**config.mk**
```make
export PLATFORM = sky130hd
export DESIGN_NAME = hysteresis_hold_event_detector_unit
export DESIGN_NICKNAME = d
export VERILOG_FILES = /design/src/rtl/core/hhed_pkg.sv /design/src/rtl/core/hysteresis_hold_event_detector_unit.sv
export SDC_FILE = /design/constraint.sdc
export NUM_CORES = 1
export LEC_CHECK = 0
export ABC_AREA = 1
export BUFFER_PORTS_ARGS = -buffer_cell sky130_fd_sc_hd__clkbuf_2
export CORE_ASPECT_RATIO = 0.9
export CORE_UTILIZATION = 45
export CTS_BUF_LIST = sky130_fd_sc_hd__clkbuf_16
export DETAILED_ROUTE_END_ITERATION = 6
export GPL_TIMING_DRIVEN = 1
export PLACE_DENSITY = 0.64
export SLEW_MARGIN = 10
export SYNTH_ARGS = -nofsm -noshare
export SYNTH_HDL_FRONTEND = slang
export SYNTH_SLANG_ARGS = --single-unit
```
**constraint.sdc**
```tcl
create_clock -name clk -period 9.15 [get_ports clk]
set_input_delay 0.915 -clock clk [delete_from_list [all_inputs] [get_ports clk]]
set_output_delay 0.915 -clock clk [all_outputs]
set_load 0.02 [all_outputs]
```
**src/rtl/core/hhed_pkg.sv**
```systemverilog
// Shared types and constants for the hysteresis hold-time event detector.
package hhed_pkg;

  localparam int SAMPLE_W  = 12;
  localparam int TIME_W    = 32;
  localparam int MARK_W    = 3;
  localparam int POLL_W    = 16;
  localparam int QDEPTH    = 4;
  localparam int PTR_W     = $clog2(QDEPTH);
  localparam int NUM_MS    = 3;

  // Item opcodes
  localparam logic OP_SAMPLE = 1'b0;
  localparam logic OP_READ   = 1'b1;

  // Configuration register indexes
  localparam logic [1:0] REG_THR_HIGH = 2'd0;
  localparam logic [1:0] REG_THR_LOW  = 2'd1;
  localparam logic [1:0] REG_POLL_MS  = 2'd2;

  localparam logic [SAMPLE_W-1:0] THR_RESET  = SAMPLE_W'(2000);
  localparam logic [POLL_W-1:0]   POLL_RESET = POLL_W'(200);

  // Hold-time milestones, ascending, and the mark each one raises
  localparam logic [TIME_W-1:0] MS_THR  [NUM_MS] = '{32'd1000, 32'd3000, 32'd5000};
  localparam logic [MARK_W-1:0] MS_MARK [NUM_MS] = '{3'd1, 3'd3, 3'd5};

  typedef struct packed {
    logic [MARK_W-1:0]   mark;
    logic [SAMPLE_W-1:0] smp;
    logic [TIME_W-1:0]   stamp;
  } hhed_event_t;

  function automatic logic [PTR_W-1:0] ptr_inc(input logic [PTR_W-1:0] p);
    return (p == PTR_W'(QDEPTH - 1)) ? '0 : p + 1'b1;
  endfunction

endpackage

```
**src/rtl/core/hysteresis_hold_event_detector_unit.sv**
```systemverilog
// Hysteresis comparator with hold-time milestone events and a small event ring.
//
// Input channel (in_valid/in_ready): one beat is either an ADC sample
// (in_op = sample) or a request to pop the oldest queued event (in_op = read).
// Result channel (out_valid/out_ready): exactly one beat per input beat, in
// order, carrying comparator state, hold time, milestone mask, last sample and,
// for a read, the popped event (all event fields zero otherwise).
// Configuration (cfg_we/cfg_index/cfg_data): thresholds and poll_ms; the user
// writes them only while idle, unenforced; a zero poll_ms is stored as 200.
//
// Results are registered: the comparator, saturating add, milestone compares and
// ring pointer update sit between the input ports and the result register.
// One beat is taken per cycle while in_ready is high. in_ready is high whenever
// the result register is empty or being drained, so a stalled receiver blocks
// input only while its pending result waits.
// Reset clears the comparator, hold time, flags, ring pointers and result
// valid; the ring slots themselves are not cleared (never read before written).
// The ring has four slots and keeps three events, dropping the oldest.
module hysteresis_hold_event_detector_unit (
  input  logic                              clk,
  input  logic                              rst_n,
  input  logic                              in_valid,
  output logic                              in_ready,
  input  logic                              in_op,
  input  logic [hhed_pkg::SAMPLE_W-1:0]     in_sample,
  input  logic [hhed_pkg::TIME_W-1:0]       in_time_ms,
  output logic                              out_valid,
  input  logic                              out_ready,
  output logic                              out_is_high,
  output logic [hhed_pkg::TIME_W-1:0]       out_hold_ms,
  output logic [hhed_pkg::NUM_MS-1:0]       out_fired_mask,
  output logic [hhed_pkg::SAMPLE_W-1:0]     out_last_sample,
  output logic                              out_event_valid,
  output logic [hhed_pkg::MARK_W-1:0]       out_event_mark,
  output logic [hhed_pkg::SAMPLE_W-1:0]     out_event_sample,
  output logic [hhed_pkg::TIME_W-1:0]       out_event_time,
  input  logic                              cfg_we,
  input  logic [1:0]                        cfg_index,
  input  logic [hhed_pkg::POLL_W-1:0]       cfg_data
);

  logic [hhed_pkg::SAMPLE_W-1:0] thr_high_r, thr_low_r;
  logic [hhed_pkg::POLL_W-1:0]   poll_ms_r;

  logic                          high_r, high_nxt;
  logic [hhed_pkg::TIME_W-1:0]   hold_r, hold_nxt;
  logic [hhed_pkg::NUM_MS-1:0]   flags_r, flags_nxt;
  logic [hhed_pkg::SAMPLE_W-1:0] sample_r, sample_nxt;
  logic [hhed_pkg::PTR_W-1:0]    head_r, head_nxt, tail_r, tail_nxt;
  hhed_pkg::hhed_event_t         ring_r [hhed_pkg::QDEPTH];

  logic                          out_valid_r;
  logic                          o_high_r;
  logic [hhed_pkg::TIME_W-1:0]   o_hold_r;
  logic [hhed_pkg::NUM_MS-1:0]   o_flags_r;
  logic [hhed_pkg::SAMPLE_W-1:0] o_sample_r;
  hhed_pkg::hhed_event_t         o_event_r, pop_event;
  logic                          o_ev_valid_r, pop_valid;

  logic                          accept;
  logic                          cmp_high, toggled;
  logic [hhed_pkg::TIME_W-1:0]   base_hold;
  logic [hhed_pkg::NUM_MS-1:0]   base_flags, ev_en;
  logic [hhed_pkg::TIME_W:0]     hold_sum;
  logic [hhed_pkg::NUM_MS-1:0]   wr_en;
  logic [hhed_pkg::PTR_W-1:0]    wr_ptr [hhed_pkg::NUM_MS];
  hhed_pkg::hhed_event_t         wr_event [hhed_pkg::NUM_MS];

  assign in_ready = ~out_valid_r | out_ready;
  assign accept   = in_valid & in_ready;

  // Comparator and hold-time update for a sample beat
  always_comb begin
    cmp_high   = high_r ? (in_sample >= thr_low_r) : (in_sample > thr_high_r);
    toggled    = cmp_high != high_r;
    base_hold  = toggled ? '0 : hold_r;
    base_flags = toggled ? '0 : flags_r;
    hold_sum   = {1'b0, base_hold} + (hhed_pkg::TIME_W + 1)'(poll_ms_r);
  end

  always_comb begin
    logic [hhed_pkg::PTR_W-1:0] h, t, hn;
    h          = head_r;
    t          = tail_r;
    hn         = head_r;
    high_nxt   = high_r;
    hold_nxt   = hold_r;
    flags_nxt  = flags_r;
    sample_nxt = sample_r;
    ev_en      = '0;
    wr_en      = '0;
    pop_valid  = 1'b0;
    pop_event  = '0;
    for (int i = 0; i < hhed_pkg::NUM_MS; i++) begin
      wr_ptr[i]         = h;
      wr_event[i].mark  = hhed_pkg::MS_MARK[i];
      wr_event[i].smp   = in_sample;
      wr_event[i].stamp = in_time_ms;
    end
    if (in_op == hhed_pkg::OP_SAMPLE) begin
      sample_nxt = in_sample;
      high_nxt   = cmp_high;
      hold_nxt   = base_hold;
      if (cmp_high) begin
        hold_nxt = hold_sum[hhed_pkg::TIME_W] ? '1 : hold_sum[hhed_pkg::TIME_W-1:0];
      end
      for (int i = 0; i < hhed_pkg::NUM_MS; i++) begin
        ev_en[i] = cmp_high & ~base_flags[i] & (hold_nxt >= hhed_pkg::MS_THR[i]);
      end
      flags_nxt = base_flags | ev_en;
      // Events enter in ascending order; a full ring drops its oldest entry
      for (int i = 0; i < hhed_pkg::NUM_MS; i++) begin
        if (ev_en[i]) begin
          wr_en[i]  = 1'b1;
          wr_ptr[i] = h;
          hn        = hhed_pkg::ptr_inc(h);
          if (hn == t) begin
            t = hhed_pkg::ptr_inc(t);
          end
          h = hn;
        end
      end
    end else if (head_r != tail_r) begin
      pop_valid = 1'b1;
      pop_event = ring_r[tail_r];
      t         = hhed_pkg::ptr_inc(tail_r);
    end
    head_nxt = h;
    tail_nxt = t;
  end

  // Configuration registers
  always_ff @(posedge clk) begin
    if (!rst_n) begin
      thr_high_r <= hhed_pkg::THR_RESET;
      thr_low_r  <= hhed_pkg::THR_RESET;
      poll_ms_r  <= hhed_pkg::POLL_RESET;
    end else if (cfg_we) begin
      unique case (cfg_index)
        hhed_pkg::REG_THR_HIGH: thr_high_r <= cfg_data[hhed_pkg::SAMPLE_W-1:0];
        hhed_pkg::REG_THR_LOW:  thr_low_r  <= cfg_data[hhed_pkg::SAMPLE_W-1:0];
        hhed_pkg::REG_POLL_MS:  poll_ms_r  <= (cfg_data == '0) ? hhed_pkg::POLL_RESET
                                                               : cfg_data;
        default: ;
      endcase
    end
  end

  // Detector state
  always_ff @(posedge clk) begin
    if (!rst_n) begin
      high_r   <= 1'b0;
      hold_r   <= '0;
      flags_r  <= '0;
      sample_r <= '0;
      head_r   <= '0;
      tail_r   <= '0;
    end else if (accept) begin
      high_r   <= high_nxt;
      hold_r   <= hold_nxt;
      flags_r  <= flags_nxt;
      sample_r <= sample_nxt;
      head_r   <= head_nxt;
      tail_r   <= tail_nxt;
    end
  end

  // Event ring slots, no reset
  always_ff @(posedge clk) begin
    if (accept) begin
      for (int i = 0; i < hhed_pkg::NUM_MS; i++) begin
        if (wr_en[i]) begin
          ring_r[wr_ptr[i]] <= wr_event[i];
        end
      end
    end
  end

  // Result register
  always_ff @(posedge clk) begin
    if (!rst_n) begin
      out_valid_r <= 1'b0;
    end else if (in_ready) begin
      out_valid_r <= in_valid;
    end
  end

  always_ff @(posedge clk) begin
    if (accept) begin
      o_high_r     <= high_nxt;
      o_hold_r     <= hold_nxt;
      o_flags_r    <= flags_nxt;
      o_sample_r   <= sample_nxt;
      o_ev_valid_r <= pop_valid;
      o_event_r    <= pop_event;
    end
  end

  assign out_valid        = out_valid_r;
  assign out_is_high      = o_high_r;
  assign out_hold_ms      = o_hold_r;
  assign out_fired_mask   = o_flags_r;
  assign out_last_sample  = o_sample_r;
  assign out_event_valid  = o_ev_valid_r;
  assign out_event_mark   = o_event_r.mark;
  assign out_event_sample = o_event_r.smp;
  assign out_event_time   = o_event_r.stamp;

  // While low the hold time and milestone mask are clear
  a_low_clear: assert property (@(posedge clk) disable iff (!rst_n)
    out_valid && !out_is_high |-> out_hold_ms == '0 && out_fired_mask == '0)
    else $error("hold state not cleared while low");

  // The first milestone flag tracks the hold time while high
  a_first_ms: assert property (@(posedge clk) disable iff (!rst_n)
    out_valid && out_is_high |->
      out_fired_mask[0] == (out_hold_ms >= hhed_pkg::MS_THR[0]))
    else $error("first milestone flag out of step with hold time");

  // Milestones are raised in order
  a_ms_order: assert property (@(posedge clk) disable iff (!rst_n)
    out_valid |-> (!out_fired_mask[2] || out_fired_mask[1]) &&
                  (!out_fired_mask[1] || out_fired_mask[0]))
    else $error("milestone mask not cumulative");

  // An empty read beat carries a zero event
  a_no_event: assert property (@(posedge clk) disable iff (!rst_n)
    out_valid && !out_event_valid |->
      out_event_mark == '0 && out_event_sample == '0 && out_event_time == '0)
    else $error("event fields set without a popped event");

endmodule
```
==> impl_metrics.ini <==
[outcome]
status = completed

[route]
detail_route.vias_per_cell = 5.31
ant_nets = 0
wl_per_cell_um = 17.7
drtIter0Drc = 1184
drc = 0
num_vias = 13800
drtPass1Iterations = 6
drt-total-wl_mm = 46.1

[sta]
worst_slack_ns = 2.16
fmax_mhz = 143
relSlewSlack_pct = 29.9
fin_tns_setup_ns = 0
finalHoldViolCount = 0
slew_violations = 0
rsz0062_at_grt = false
worstMarginPinSlew_ns = 1.05
fin_crit_sh_pct = 76.4
setup_viol = 0
final.min_clock_period_ns = 6.99
fin_worst_skew_ns = 0.0324

[cts]
cts_tree = built
clock_latency_ns = 0.57
clock_sinks = 373
post_cts_resized = 0
htree_num_levels = 2
cts_root_buf = clkbuf_16
postCtsSetupRepairBufs = 0
clockBufferDepth = 3
clk_pin_slew_worst_paths_ns = 0.06
cts_made_buffers = 39
hold_buffers = 0

[floorplan]
dieArea_um2 = 40000
row_count = 68
fp.dieH_um = 190
core_um2 = 38500
io-pin-count = 166
initial_utilization_pct = 45.9
die_x_um = 211

[finish]
fin_util_pct = 52.6
final_cell_mix = 294 x nand2_1, 272 x edfxtp_1, 271 x nor2_1
syn2layout_area_growth_pct = 14.8
post_route_cells_drive_above_1_share_pct = 16.6
nNetsFinal = 2165
final_cells = 2605
layout_commonest_cell = nand2_1
nFillCells = 3552
num_antenna_cells = 0

[synth]
yosysSeqAreaShare_pct = 57.8
synth_cells = 1910
synth-seq-cells = 373
syn-cell-area_um2 = 17600
synthDistinctLibCells = 54
synth-async-reset-ratio_pct = 0
yosys_most_used_dff = edfxtp_1
synth_nets = 2024
ys_warn_count = 0
synth_edf_count = 272
synth.avg_cell_area_um2 = 9.24

[global_route]
grt_usage_pct = 23.0
grt_pass1_wl_mm = 70.7
antenna_found_initial = 0
grt-ovfl-total = 0
grt_pass1_vias = 12700
grt_max_degree = 90

[power_and_ir_drop]
ir_drop_mv = 0.156
p_per_area_nw_per_um2 = 221
finalPower_mw = 4.48
leakage_nw = 8.39

[setup_path]
rr_worst_depth = 38
cp_common_cell = nand2_1
critPathKind = in2reg
reg2reg_from = thr_low_r[11]
crit_family = simple AND/OR/NAND/NOR gates
worst-path-stages = 40
r2r-end = ring_r[3][10]
path_buf_inv = 7
critPathMaxStageDelay_ns = 0.51
critPathArrivalTime_ns = 7.23
end_kind = register
cp-start-kind = primary input
reg2reg_slack_ns = 2.38
crit_fanout = 23
required_ns = 9.39
slowest_stage = nand2_2

[hold_path]
worstHoldEndpoint = sample_r[4]
hp-class = reg2reg
whs_path_depth = 2
hold_start = sample_r[4]

[placed_design]
dp_slack_ns = 1.67
place_hpwl_mm = 31.0
io_buffers = 165
place_congestion = 0.934
placed_cells = 2535

[job]
maxCapViolations = 0
==> layer usage <==
layer | GRT usage, % | routed length, µm
met5 | 0 | 0
met4 | 7.30 | 1160
met3 | 3.70 | 3090
met2 | 35.9 | 20700
met1 | 32.9 | 21100
==> area by class of cell <==
type,instances,area (µm²),share of cell area [%]
Multi-Input combinational cell,1244,6360,31.4
Tap cell,525,657,3.24
Inverter,210,791,3.91
Sequential cell,373,10200,50.4
Clock buffer,41,1030,5.07
Clock inverter,29,210,1.04
Timing Repair Buffer,183,1010,4.99
==> worst reg2reg max path: cells and delay by family (launching register included) <==
| kind | cells | cell delay [ns] |
|---|---|---|
| AND/OR/NAND/NOR | 28 | 4.17 |
| buffers and inverters | 6 | 0.96 |
| adder cells (fa/ha/maj) | 2 | 0.77 |
| flip-flops | 1 | 0.31 |
| AO/OA/AOI/OAI | 2 | 0.20 |
==> synth_stat cells, types with 3 or more instances <==
master	instances	area, µm²
nand3_2	9	90.1
nor2_1	272	1020
nand3_1	84	420
o21ai_0	222	1110
nor4_1	5	31.3
nand2_1	298	1120
a21oi_1	146	731
a211oi_1	4	30.0
a22oi_1	3	22.5
nor2_2	17	106
xor2_1	7	61.3
nor2_4	10	113
buf_1	15	56.3
clkbuf_1	62	233
ha_1	45	563
o21bai_1	3	22.5
nor3_1	14	70.1
o21ai_1	3	15.0
buf_2	5	25.0
dfxtp_1	101	2020
nand3b_1	7	52.6
inv_1	194	728
edfxtp_1	272	8170
inv_2	15	56.3
o22ai_1	7	43.8
nand2_2	23	144
o211ai_1	18	135
nand4_1	16	100
==> worst max-delay path by stage <==
stage,from,endpoint,slack (ns)
after floorplan,in_sample[11],ring_r[0][0],2.22
after global placement,in_sample[11],ring_r[0][4],1.79
after detailed placement,in_sample[11],ring_r[3][6],1.67
after CTS,in_sample[11],ring_r[3][10],2.24
after global routing,in_sample[11],ring_r[3][6],1.72
final,in_sample[10],ring_r[3][10],2.16
==> through the flow <==
| stage | hold WS, ns | area (µm²) |
|---|---|---|
| floorplan | 0.421 | 17600 |
| global placement | 0.435 | 19000 |
| detailed placement | 0.439 | 19000 |
| CTS | 0.448 | 20200 |
| global route | 0.466 | 20200 |
| finish | 0.445 | 20200 |
==> sequential cells by signal (all words and copies together), names as in the netlist <==
register and count:
ring_r 184, hold_r 32, out_event_time 32, out_hold_ms 32, poll_ms_r 16, out_event_sample 12
out_last_sample 12, sample_r 12, thr_high_r 12, thr_low_r 12, flags_r 3, out_event_mark 3
out_fired_mask 3, head_r 2, tail_r 2, high_r 1, out_event_valid 1, out_is_high 1
out_valid 1
==> power by group <==
| group | total, mW | internal (mW) | leakage, nW | switching (mW) |
|---|---|---|---|---|
| logic | 0.891 | 0.260 | 4.36 | 0.631 |
| registers | 2.06 | 1.99 | 3.40 | 0.0634 |
| clock network | 1.53 | 0.873 | 0.630 | 0.654 |
==> logic make-up (layout without fill, tap and decap cells) <==
| kind of cell | after synthesis | after routing | share of synthesized area, % |
|---|---|---|---|
| AO/OA/AOI/OAI | 418 | 418 | 12.6 |
| XOR/XNOR | 8 | 8 | 0.397 |
| adder cells (fa/ha/maj) | 46 | 46 | 3.30 |
| buffers and inverters | 293 | 463 | 6.36 |
| flip-flops | 373 | 373 | 57.8 |
| multiplexers | 2 | 2 | 0.128 |
| AND/OR/NAND/NOR | 770 | 770 | 19.5 |
(Power assumes the default switching activity.)
